<file path="src/rtl/mrpt_pkg.sv">
// Package for the 64-bit Miller-Rabin prime test unit.
// Holds the verdict codes, the witness base table and the mulmod control struct.
// Depends on nothing.
`timescale 1ns / 1ps
package mrpt_pkg;
   localparam int NumBases = 12;
   localparam logic [2:0] DecBelowTwo   = 3'd0;
   localparam logic [2:0] DecEqualsBase = 3'd1;
   localparam logic [2:0] DecBaseDivides = 3'd2;
   localparam logic [2:0] DecWitnessFails = 3'd3;
   localparam logic [2:0] DecAllPass    = 3'd4;

   function automatic logic [5:0] base_at(input logic [3:0] idx);
      case (idx)
         4'd0: base_at = 6'd2;
         4'd1: base_at = 6'd3;
         4'd2: base_at = 6'd5;
         4'd3: base_at = 6'd7;
         4'd4: base_at = 6'd11;
         4'd5: base_at = 6'd13;
         4'd6: base_at = 6'd17;
         4'd7: base_at = 6'd19;
         4'd8: base_at = 6'd23;
         4'd9: base_at = 6'd29;
         4'd10: base_at = 6'd31;
         4'd11: base_at = 6'd37;
         default: base_at = 6'd0;
      endcase
   endfunction

   typedef struct packed {
      logic start;
      logic done;
   } mm_ctl_type;
endpackage

</file>
<file path="src/rtl/miller_rabin_prime_test_64_unit.sv">
// Deterministic 64-bit Miller-Rabin prime test, top level.
// Depends on mrpt_pkg and mrpt_mulmod.
//
// Usage:
//  - req_valid/req_ready carry one 64-bit candidate, req_number, per transfer.
//  - rsp_valid/rsp_ready carry the verdict: rsp_is_prime, rsp_decided_by
//    (0 below two, 1 equals base, 2 base divides, 3 witness fails, 4 all pass)
//    and rsp_deciding_base.
//  - One candidate is in work at a time. Trial division by the twelve bases
//    runs bit-serially.
//  - Each Miller-Rabin round runs a square-and-multiply exponentiation on
//    the shared bit-serial modular multiplier, one multiplier bit per cycle.
//    A full prime verdict runs all twelve rounds; composites usually stop
//    at the first witness.
//  - The verdict sits in an output register; a stalled receiver holds it,
//    and the next candidate is taken once the verdict has been transferred.
//  - Synchronous reset returns to idle with no result pending.
`timescale 1ns / 1ps
module miller_rabin_prime_test_64_unit (
   input  logic        clock,
   input  logic        reset,
   input  logic        req_valid,
   output logic        req_ready,
   input  logic [63:0] req_number,
   output logic        rsp_valid,
   input  logic        rsp_ready,
   output logic        rsp_is_prime,
   output logic [2:0]  rsp_decided_by,
   output logic [5:0]  rsp_deciding_base
);
   import mrpt_pkg::*;

   localparam logic [3:0] StIdle   = 4'd0;
   localparam logic [3:0] StCheck  = 4'd1;  // equality test for current base
   localparam logic [3:0] StDiv    = 4'd2;  // serial remainder by current base
   localparam logic [3:0] StSplit  = 4'd3;  // strip trailing zeros of n-1
   localparam logic [3:0] StExpBit = 4'd4;  // exponent bit: decide multiply
   localparam logic [3:0] StMulAcc = 4'd5;  // wait acc*base
   localparam logic [3:0] StMulSq  = 4'd6;  // wait base*base
   localparam logic [3:0] StTest   = 4'd7;  // check x after exponentiation
   localparam logic [3:0] StSqr    = 4'd8;  // wait x*x
   localparam logic [3:0] StOut    = 4'd9;

   logic [3:0]  state_ff, state_in;
   logic [63:0] n_ff, n_in;
   logic [63:0] d_ff, d_in;       // odd part of n-1
   logic [6:0]  r_ff, r_in;
   logic [6:0]  k_ff, k_in;
   logic [3:0]  bi_ff, bi_in;     // base index
   logic [63:0] sh_ff, sh_in;     // shift register: dividend bits or exponent bits
   logic [6:0]  cnt_ff, cnt_in;
   logic [5:0]  rem_ff, rem_in;
   logic [63:0] acc_ff, acc_in, bs_ff, bs_in;
   logic        o_prime_ff, o_prime_in;
   logic [2:0]  o_dec_ff, o_dec_in;
   logic [5:0]  o_base_ff, o_base_in;

   logic        mm_start;
   logic [63:0] mm_x, mm_y, mm_p;
   mm_ctl_type  mm_ctl;

   logic [5:0]  cur_base;
   logic [6:0]  rem_sh;
   logic [63:0] n_m1;

   assign cur_base = base_at(bi_ff);
   assign rem_sh   = {rem_ff, sh_ff[63]};
   assign n_m1     = n_ff - 64'd1;

   mrpt_mulmod u_mulmod (
      .clock   (clock),
      .reset   (reset),
      .start   (mm_start),
      .op_x    (mm_x),
      .op_y    (mm_y),
      .modulus (n_ff),
      .ctl     (mm_ctl),
      .product (mm_p)
   );

   always_comb begin
      state_in   = state_ff;
      n_in       = n_ff;
      d_in       = d_ff;
      r_in       = r_ff;
      k_in       = k_ff;
      bi_in      = bi_ff;
      sh_in      = sh_ff;
      cnt_in     = cnt_ff;
      rem_in     = rem_ff;
      acc_in     = acc_ff;
      bs_in      = bs_ff;
      o_prime_in = o_prime_ff;
      o_dec_in   = o_dec_ff;
      o_base_in  = o_base_ff;
      mm_start   = 1'b0;
      mm_x       = acc_ff;
      mm_y       = bs_ff;
      case (state_ff)
         StIdle: begin
            if (req_valid) begin
               n_in  = req_number;
               bi_in = 4'd0;
               if (req_number < 64'd2) begin
                  o_prime_in = 1'b0;
                  o_dec_in   = DecBelowTwo;
                  o_base_in  = 6'd0;
                  state_in   = StOut;
               end else begin
                  state_in = StCheck;
               end
            end
         end
         StCheck: begin
            if (n_ff == {58'd0, cur_base}) begin
               o_prime_in = 1'b1;
               o_dec_in   = DecEqualsBase;
               o_base_in  = cur_base;
               state_in   = StOut;
            end else begin
               sh_in    = n_ff;
               rem_in   = 6'd0;
               cnt_in   = 7'd0;
               state_in = StDiv;
            end
         end
         StDiv: begin
            // one dividend bit a cycle, remainder stays below the base
            if (rem_sh >= {1'b0, cur_base}) begin
               rem_in = 6'(rem_sh - {1'b0, cur_base});
            end else begin
               rem_in = rem_sh[5:0];
            end
            sh_in  = {sh_ff[62:0], 1'b0};
            cnt_in = cnt_ff + 7'd1;
            if (cnt_ff == 7'd63) begin
               if (rem_in == 6'd0) begin
                  o_prime_in = 1'b0;
                  o_dec_in   = DecBaseDivides;
                  o_base_in  = cur_base;
                  state_in   = StOut;
               end else if (bi_ff == 4'(NumBases - 1)) begin
                  d_in     = n_m1;
                  r_in     = 7'd0;
                  state_in = StSplit;
               end else begin
                  bi_in    = bi_ff + 4'd1;
                  state_in = StCheck;
               end
            end
         end
         StSplit: begin
            if (!d_ff[0] && r_ff < 7'd64) begin
               d_in = {1'b0, d_ff[63:1]};
               r_in = r_ff + 7'd1;
            end else begin
               bi_in    = 4'd0;
               acc_in   = 64'd1;
               bs_in    = {58'd0, base_at(4'd0)};
               sh_in    = d_ff;
               state_in = StExpBit;
            end
         end
         StExpBit: begin
            // base is below every n reaching here (n > 37), so no reduction
            if (sh_ff == 64'd0) begin
               state_in = StTest;
            end else if (sh_ff[0]) begin
               mm_start = 1'b1;
               state_in = StMulAcc;
            end else begin
               mm_start = 1'b1;
               mm_x     = bs_ff;
               state_in = StMulSq;
            end
         end
         StMulAcc: begin
            if (mm_ctl.done) begin
               acc_in   = mm_p;
               mm_start = 1'b1;
               mm_x     = bs_ff;
               state_in = StMulSq;
            end
         end
         StMulSq: begin
            mm_x = bs_ff;
            if (mm_ctl.done) begin
               bs_in    = mm_p;
               sh_in    = {1'b0, sh_ff[63:1]};
               state_in = StExpBit;
            end
         end
         StTest: begin
            if (acc_ff == 64'd1 || acc_ff == n_m1) begin
               state_in = StOut;  // provisional; resolved below
            end else begin
               k_in = 7'd1;
               state_in = StSqr;
               if (r_ff > 7'd1) begin
                  mm_start = 1'b1;
                  mm_y     = acc_ff;
               end
            end
            if (state_in == StOut || (state_in == StSqr && r_ff <= 7'd1)) begin
               if (state_in == StSqr) begin
                  o_prime_in = 1'b0;
                  o_dec_in   = DecWitnessFails;
                  o_base_in  = cur_base;
                  state_in   = StOut;
               end else if (bi_ff == 4'(NumBases - 1)) begin
                  o_prime_in = 1'b1;
                  o_dec_in   = DecAllPass;
                  o_base_in  = 6'd0;
                  state_in   = StOut;
               end else begin
                  bi_in    = bi_ff + 4'd1;
                  acc_in   = 64'd1;
                  bs_in    = {58'd0, base_at(bi_ff + 4'd1)};
                  sh_in    = d_ff;
                  state_in = StExpBit;
               end
            end
         end
         StSqr: begin
            mm_y = acc_ff;
            if (mm_ctl.done) begin
               acc_in = mm_p;
               if (mm_p == n_m1) begin
                  if (bi_ff == 4'(NumBases - 1)) begin
                     o_prime_in = 1'b1;
                     o_dec_in   = DecAllPass;
                     o_base_in  = 6'd0;
                     state_in   = StOut;
                  end else begin
                     bi_in    = bi_ff + 4'd1;
                     acc_in   = 64'd1;
                     bs_in    = {58'd0, base_at(bi_ff + 4'd1)};
                     sh_in    = d_ff;
                     state_in = StExpBit;
                  end
               end else if (k_ff + 7'd1 >= r_ff) begin
                  o_prime_in = 1'b0;
                  o_dec_in   = DecWitnessFails;
                  o_base_in  = cur_base;
                  state_in   = StOut;
               end else begin
                  k_in     = k_ff + 7'd1;
                  mm_start = 1'b1;
                  mm_x     = mm_p;
                  mm_y     = mm_p;
               end
            end
         end
         StOut: begin
            if (rsp_ready) begin
               state_in = StIdle;
            end
         end
         default: state_in = StIdle;
      endcase
   end

   always_ff @(posedge clock) begin
      if (reset) begin
         state_ff <= StIdle;
      end else begin
         state_ff <= state_in;
      end
      n_ff       <= n_in;
      d_ff       <= d_in;
      r_ff       <= r_in;
      k_ff       <= k_in;
      bi_ff      <= bi_in;
      sh_ff      <= sh_in;
      cnt_ff     <= cnt_in;
      rem_ff     <= rem_in;
      acc_ff     <= acc_in;
      bs_ff      <= bs_in;
      o_prime_ff <= o_prime_in;
      o_dec_ff   <= o_dec_in;
      o_base_ff  <= o_base_in;
   end

   assign req_ready         = (state_ff == StIdle);
   assign rsp_valid         = (state_ff == StOut);
   assign rsp_is_prime      = o_prime_ff;
   assign rsp_decided_by    = o_dec_ff;
   assign rsp_deciding_base = o_base_ff;
endmodule

</file>
<file path="src/rtl/mrpt_mulmod.sv">
// Bit-serial modular multiplier (add-and-double), one multiplier bit a cycle.
// Depends on mrpt_pkg. Operands must already be reduced below the modulus.
`timescale 1ns / 1ps
module mrpt_mulmod (
   input  logic                clock,
   input  logic                reset,
   input  logic                start,
   input  logic [63:0]         op_x,
   input  logic [63:0]         op_y,
   input  logic [63:0]         modulus,
   output mrpt_pkg::mm_ctl_type ctl,
   output logic [63:0]         product
);
   import mrpt_pkg::*;

   logic        busy_ff, busy_in, done_ff, done_in;
   logic [63:0] acc_ff, acc_in, x_ff, x_in, y_ff, y_in;
   logic [64:0] sum_acc, sum_dbl, sub_acc, sub_dbl;

   // 65-bit sums with one conditional subtract keep everything below the modulus
   assign sum_acc = {1'b0, acc_ff} + {1'b0, x_ff};
   assign sub_acc = sum_acc - {1'b0, modulus};
   assign sum_dbl = {x_ff, 1'b0};
   assign sub_dbl = sum_dbl - {1'b0, modulus};

   always_comb begin
      busy_in = busy_ff;
      done_in = 1'b0;
      acc_in  = acc_ff;
      x_in    = x_ff;
      y_in    = y_ff;
      if (start) begin
         busy_in = 1'b1;
         acc_in  = 64'd0;
         x_in    = op_x;
         y_in    = op_y;
      end else if (busy_ff) begin
         if (y_ff == 64'd0) begin
            busy_in = 1'b0;
            done_in = 1'b1;
         end else begin
            if (y_ff[0]) begin
               acc_in = sub_acc[64] ? sum_acc[63:0] : sub_acc[63:0];
            end
            x_in = sub_dbl[64] ? sum_dbl[63:0] : sub_dbl[63:0];
            y_in = {1'b0, y_ff[63:1]};
         end
      end
   end

   always_ff @(posedge clock) begin
      if (reset) begin
         busy_ff <= 1'b0;
         done_ff <= 1'b0;
      end else begin
         busy_ff <= busy_in;
         done_ff <= done_in;
      end
      acc_ff <= acc_in;
      x_ff   <= x_in;
      y_ff   <= y_in;
   end

   assign ctl.start = start;
   assign ctl.done  = done_ff;
   assign product   = acc_ff;
endmodule

</file>
<file path="config.mk">
export PLATFORM = sky130hd
export DESIGN_NAME = miller_rabin_prime_test_64_unit
export DESIGN_NICKNAME = d
export VERILOG_FILES = /design/src/rtl/mrpt_pkg.sv /design/src/rtl/miller_rabin_prime_test_64_unit.sv /design/src/rtl/mrpt_mulmod.sv
export SDC_FILE = /design/constraint.sdc
export NUM_CORES = 2
export LEC_CHECK = 0
export ABC_AREA = 1
export BUFFER_PORTS_ARGS = -buffer_cell sky130_fd_sc_hd__buf_4
export CAP_MARGIN = 25
export CORE_MARGIN = 10
export CORE_UTILIZATION = 50
export CTS_CLUSTER_DIAMETER = 80
export DETAILED_ROUTE_END_ITERATION = 8
export PLACE_DENSITY = 0.75
export SLEW_MARGIN = 20
export SYNTH_ARGS = -nofsm -noshare
export SYNTH_HDL_FRONTEND = slang
export SYNTH_HIERARCHICAL = 1
export SYNTH_SLANG_ARGS = --single-unit
</file>
<file path="constraint.sdc">
create_clock -name clock -period 7.3 [get_ports clock]
set_clock_uncertainty 0.2 [all_clocks]
set_input_delay 0.73 -clock clock [delete_from_list [all_inputs] [get_ports clock]]
set_output_delay 0.73 -clock clock [all_outputs]
set_load 0.02 [all_outputs]
</file>
# Word level (Yosys, flattened, before mapping)
# Memories as Yosys holds them, arrays and structs flattened. A register that Yosys moved wholly into a read port is not among the register bits.
# Cells that the tools add are included.
# classes
add_sub_neg	9
magnitude_cmp	6
eq_ne	41
mux	145
n_bitwise	2
n_reduce_logical	31
# ops
op	count
64-bit two-way mux	43
64-bit one-hot mux with 4 select lines	3
64-bit one-hot mux with 6 select lines	1
64-bit one-hot mux with 2 select lines	2
65-bit by 64-bit subtractor with 65-bit output	2
64-bit equality test	2
64-bit zero test	2
4-bit two-way mux	26
6-bit two-way mux	14
64-bit by 64-bit adder with 65-bit output	1
64-bit by 1-bit equality test with 1-bit output, second input constant	1
64-bit by 6-bit equality test with 1-bit output	1
64-bit by 2-bit < comparator with 1-bit output, second input constant	1
64-bit by 1-bit subtractor with 64-bit output, second input constant	1
7-bit two-way mux	9
7-bit one-hot mux with 2 select lines	3
4-bit one-hot mux with 10 select lines	1
2-bit != test, second input constant	18
3-bit two-way mux	11
6-bit one-hot mux with 5 select lines	1
9-bit AND reduction	3
1-bit two-way mux	23
7-bit by 1-bit adder with 7-bit output, second input constant	3
4-bit equality test, second input constant	5
35 further kinds	57
# totals
ff_bits	559
mem_bits_ro	288
inputBits	68
output_inout_bits	12
elab_cells	256
n_memories	3
# memory_table
memory	depth	word_bits	rd	rd_ports_with_merged_regs	write_ports	line_no	rtl
(no name shown)	16	6	1	0	0	mrpt_pkg.sv:14	case (idx)
(no name shown)	16	6	1	0	0	mrpt_pkg.sv:14	
(no name shown)	16	6	1	1	0	mrpt_pkg.sv:14	

# Logic depth before layout (Yosys ltp)
# depth
depth_word	11
ltp_mapped	36
mapped_depth_nobuf	35

# By module
# Netlist, hierarchy kept.
# by_module_without_submodules
module	n_inst	cells_each	area_each_um2	seq_area_each_um2
mrpt_mulmod	1	4825	26469.1	5165.0
miller_rabin_prime_test_64_unit	1	3324	25841.0	11040.6

# Worst setup path after synthesis
# No wires, ideal clock.
# synth_path
path_type	flip-flop to flip-flop
startpoint	reg n_ff[0]
endpoint	reg sh_ff[0] (enable)
setup_ps	582
arrival_ps	7195
required_ps	6518
path_slack_ps	-677
path_stages_with_launch	19
path_cell_list	edfxtp_1 -> inv_2 -> ha_1 -> nand2_2 -> nor2_8 -> nand2_2 -> nor2_4 -> nand3b_1 -> nand2_1 -> nand2_1 -> nand2_1 -> nand2_1 -> nor2_1 -> nand2_1 -> nor2_1 -> nand3_2 -> nand2_4 -> o2111ai_1 -> a211oi_1
# synth_via
elab_chain_cells	10
word_cells_on_any_way	16
classes_between	1 x add/sub; 9 x eq/ne; 2 x mux; 4 x reduce/logical
# synth_rtl
element	line_no	rtl
start, declared	miller_rabin_prime_test_64_unit.sv:45	logic [63:0] n_ff, n_in;
start signal, assigned	miller_rabin_prime_test_64_unit.sv:269	n_ff <= n_in;
64-bit by 1-bit subtractor with 64-bit output	miller_rabin_prime_test_64_unit.sv:68	assign n_m1 = n_ff - 64'd1;
64-bit equality test	miller_rabin_prime_test_64_unit.sv:194	if (acc_ff == 64'd1 || acc_ff == n_m1) begin
1-bit logical OR	miller_rabin_prime_test_64_unit.sv:194	
1-bit two-way mux	miller_rabin_prime_test_64_unit.sv:194	
4-bit two-way mux	miller_rabin_prime_test_64_unit.sv:99	case (state_ff)
4-bit equality test	miller_rabin_prime_test_64_unit.sv:204, miller_rabin_prime_test_64_unit.sv:205	
1-bit logical AND	miller_rabin_prime_test_64_unit.sv:204	if (state_in == StOut || (state_in == StSqr && r_ff <= 7'd1)) begin
1-bit logical OR	miller_rabin_prime_test_64_unit.sv:204	
2-bit != test (no line)	n/a	
8-bit AND reduction (no line) *	n/a	
end signal, assigned	miller_rabin_prime_test_64_unit.sv:274	sh_ff <= sh_in;
end, declared	miller_rabin_prime_test_64_unit.sv:50	logic [63:0] sh_ff, sh_in;
# Every way passes the cells marked *; elsewhere a longest branch is shown, timed or not. The select of a mux whose other input is x is not followed.
# A chain may end at the register's enable or synchronous reset.

# Worst setup path after layout
# layout_path
startpoint	reg n_ff[0]
endpoint	reg u_mulmod.y_ff[56] (enable)
# layout_via
elab_chain_cells	7
word_cells_on_any_way	11
classes_between	1 x add/sub; 3 x eq/ne; 4 x mux; 3 x reduce/logical
# layout_rtl
element	line_no	rtl
64-bit by 1-bit subtractor with 64-bit output *	miller_rabin_prime_test_64_unit.sv:68	
64-bit equality test, on equally long branches	miller_rabin_prime_test_64_unit.sv:228, miller_rabin_prime_test_64_unit.sv:194	
1-bit two-way mux / 1-bit logical OR (equally long branches)	miller_rabin_prime_test_64_unit.sv:228, miller_rabin_prime_test_64_unit.sv:194	
1-bit two-way mux, on equally long branches	miller_rabin_prime_test_64_unit.sv:226, miller_rabin_prime_test_64_unit.sv:194	
1-bit one-hot mux with 4 select lines *	miller_rabin_prime_test_64_unit.sv:99	
via mm_start	miller_rabin_prime_test_64_unit.sv:58	logic mm_start;
2-bit != test (no line) / 2-bit nonzero test (equally long branches)	n/a	
2-bit AND reduction (no line) *	n/a	
end signal, assigned	mrpt_mulmod.sv:61	y_ff <= y_in;
end, declared	mrpt_mulmod.sv:17	logic [63:0] acc_ff, acc_in, x_ff, x_in, y_ff, y_in;
# Mark *: on every way through the listed nets, which the timed path passes. The rest lies on a longest branch.

==> impl_metrics.toml <==
[status]
status = "finished clean"

[worst_setup_path]
reg2reg_depth = 21
slowest_stage = "edfxtp_1"
critical_path.top_delay_family = "simple AND/OR/NAND/NOR gates"
path_cells = "inv_2 > ha_1 > inv_1 > nor2_4 > nand2_2 > nor2_1 > nand2_1 > nand2_1 > nand2_1 > nand2_1 > nor2_1 > nand2_1 > nor2_1 > nand2_1 > nor2_1 > nand3_1 > nand3_4 > o221ai_4 > clkinv_2 > nand2_4 > buf_12"
worst_setup_path_start_kind = "flip-flop"
crit_required_ns = 7.42
critical_path_buf_inv_count = 4
worstPathArrival_ns = 6.90
path_depth = 21
crit_top_cell = "nand2_1"
cp-end-kind = "flip-flop"
critPathMaxStageDelay_ns = 0.75
path_class = "flip-flop to flip-flop"
critPathMaxFanout = 57

[cts]
postCtsSetupBuffers = 0
clkSinkCount = 565
holdBufCountCts = 0
cts-htree-levels = 3
ctsLongestPathBuffers = 3
clk_latency_ns = 0.69
cts-root-buf = "clkbuf_16"
cts-resized-gates = 0
cts_buffers = 74
cts_tree = "yes"
path_clk_slew_ns = 0.06

[yosys]
yosys_warnings = 6
syn-instance-count = 8148
syn_area_sq_mm = 0.0523
avgSynthCellArea_sq_um = 6.42
syn_nets = 8439

[global_routing]
grt_max_degree = 155
grt.overflow.total = 0
antenna_found_initial = 6
gr-usage-met3_pct = 9.97
globalRouteMet1Util_pct = 49.1
grt_use_total_pct = 40.4
met2_usage_pct = 62.0
grt_pass1_vias = 53549
gr-max-usage-layer = "met2"
grt_pass1_wl_microns = 351000

[sta]
post-route-period-util_pct = 92.8
maxSlewHeadroom_pct = 21.1
tns_ns = 0
rsz0062_at_grt = "false"
setup_viol_count_final = 0
min_period_ns = 6.78
fmax_mhz = 148
slew_viol_final = 0
finalHoldViolCount = 0
worst_pin_slew_ns = 1.17

[routing]
viasPerCell = 5.98
wirelength_microns = 247000
first_pass_iters = 9
wire_per_inst_microns = 25.7
ant_nets = 0
drc = 0
num_vias = 57537
drt_iter0_drc = 7420

[floorplanning]
io_pins = 80
dieArea_sq_mm = 0.118
core-area_sq_mm = 0.104
start_util_pct = 50.5
die_width_microns = 343
rows = 118
die_h_microns = 343

[final_layout]
fin_cells = 9620
final_nets = 8467
area_delta_synth_final_pct = 8.94
layout_commonest_cell = "nand2_1"
drive_above_1_share_pct = 5.94
layout_common_cells = "2930 x nand2_1, 1345 x inv_1, 820 x nor2_1"

[run]
drv_cap = 0

[power_and_ir_drop]
power.density_mw_per_mm2 = 411
peakVddDrop_v = 0.000472
p_leak_nw = 27.5

[place]
dp.final_hpwl_microns = 200000
port_buffers = 79
gp_congestion = 1.09
dp_cells = 9480

[min_path]
hp-class = "input pin to flip-flop"
holdPathStages = 1
==> flip-flops by register name, indices dropped and copies added, names as in the netlist, 4 cells and up <==
name,flops
d_ff,64
u_mulmod/y_ff,64
state_ff,4
rsp_deciding_base,6
r_ff,7
bs_ff,64
rem_ff,6
u_mulmod/x_ff,64
k_ff,7
sh_ff,64
acc_ff,64
n_ff,64
u_mulmod/product,64
cur_base,6
bi_ff,4
cnt_ff,7
==> worst paths after layout <==
kind | start | end | slack, ns
setup / recovery | n_ff[0] | u_mulmod/y_ff[56] | 0.52
hold / removal | req_number[0] | n_ff[0] | 0.04
setup reg to reg | n_ff[0] | u_mulmod/y_ff[56] | 0.52
hold reg to reg | u_mulmod/busy_ff | u_mulmod/done_ff | 0.27
==> per-layer routing <==
layer	vias to the layer above	part of all wire [%]
met5	-	0.033
met4	6	8.4
met3	733	12
met2	3718	43
met1	26725	37
li1	26355	-
==> cell type report <==
| type | count | area, sq um |
|---|---|---|
| fill | 10499 | 46700 |
| multi-input combinational | 6002 | 30000 |
| sequential | 565 | 16200 |
| inverter | 1373 | 5160 |
| clock buffer | 90 | 2050 |
| tap | 1380 | 1730 |
| timing repair buffer | 160 | 1300 |
| clock inverter | 45 | 538 |
| antenna | 5 | 12.5 |
==> through the flow <==
step / area (sq um) / hold slack (ns) / worst slack (ns) / utilization [%] / power [mW]
2_1_floorplan: 52300 / 0.230 / 0.326 / - / 14.0
3_3_place_gp: 54400 / 0.239 / 0.974 / 52.5 / 18.7
3_5_place_dp: 54400 / 0.247 / 0.954 / 52.5 / 18.9
4_1_cts: 57000 / 0.00912 / 0.928 / 55.0 / 22.8
5_1_grt: 57000 / 0.0429 / 0.464 / 55.0 / 24.7
6_report: 57000 / 0.0356 / 0.523 / 55.0 / 23.4
==> power breakdown <==
group	total [mW]	switching [mW]	internal [mW]	leakage [nW]
clock	3.97	1.65	2.31	1.27
combinational	14.1	10.0	4.03	21.0
sequential	5.36	0.912	4.45	5.23
Note: power is estimated with default switching activity, not from simulation.
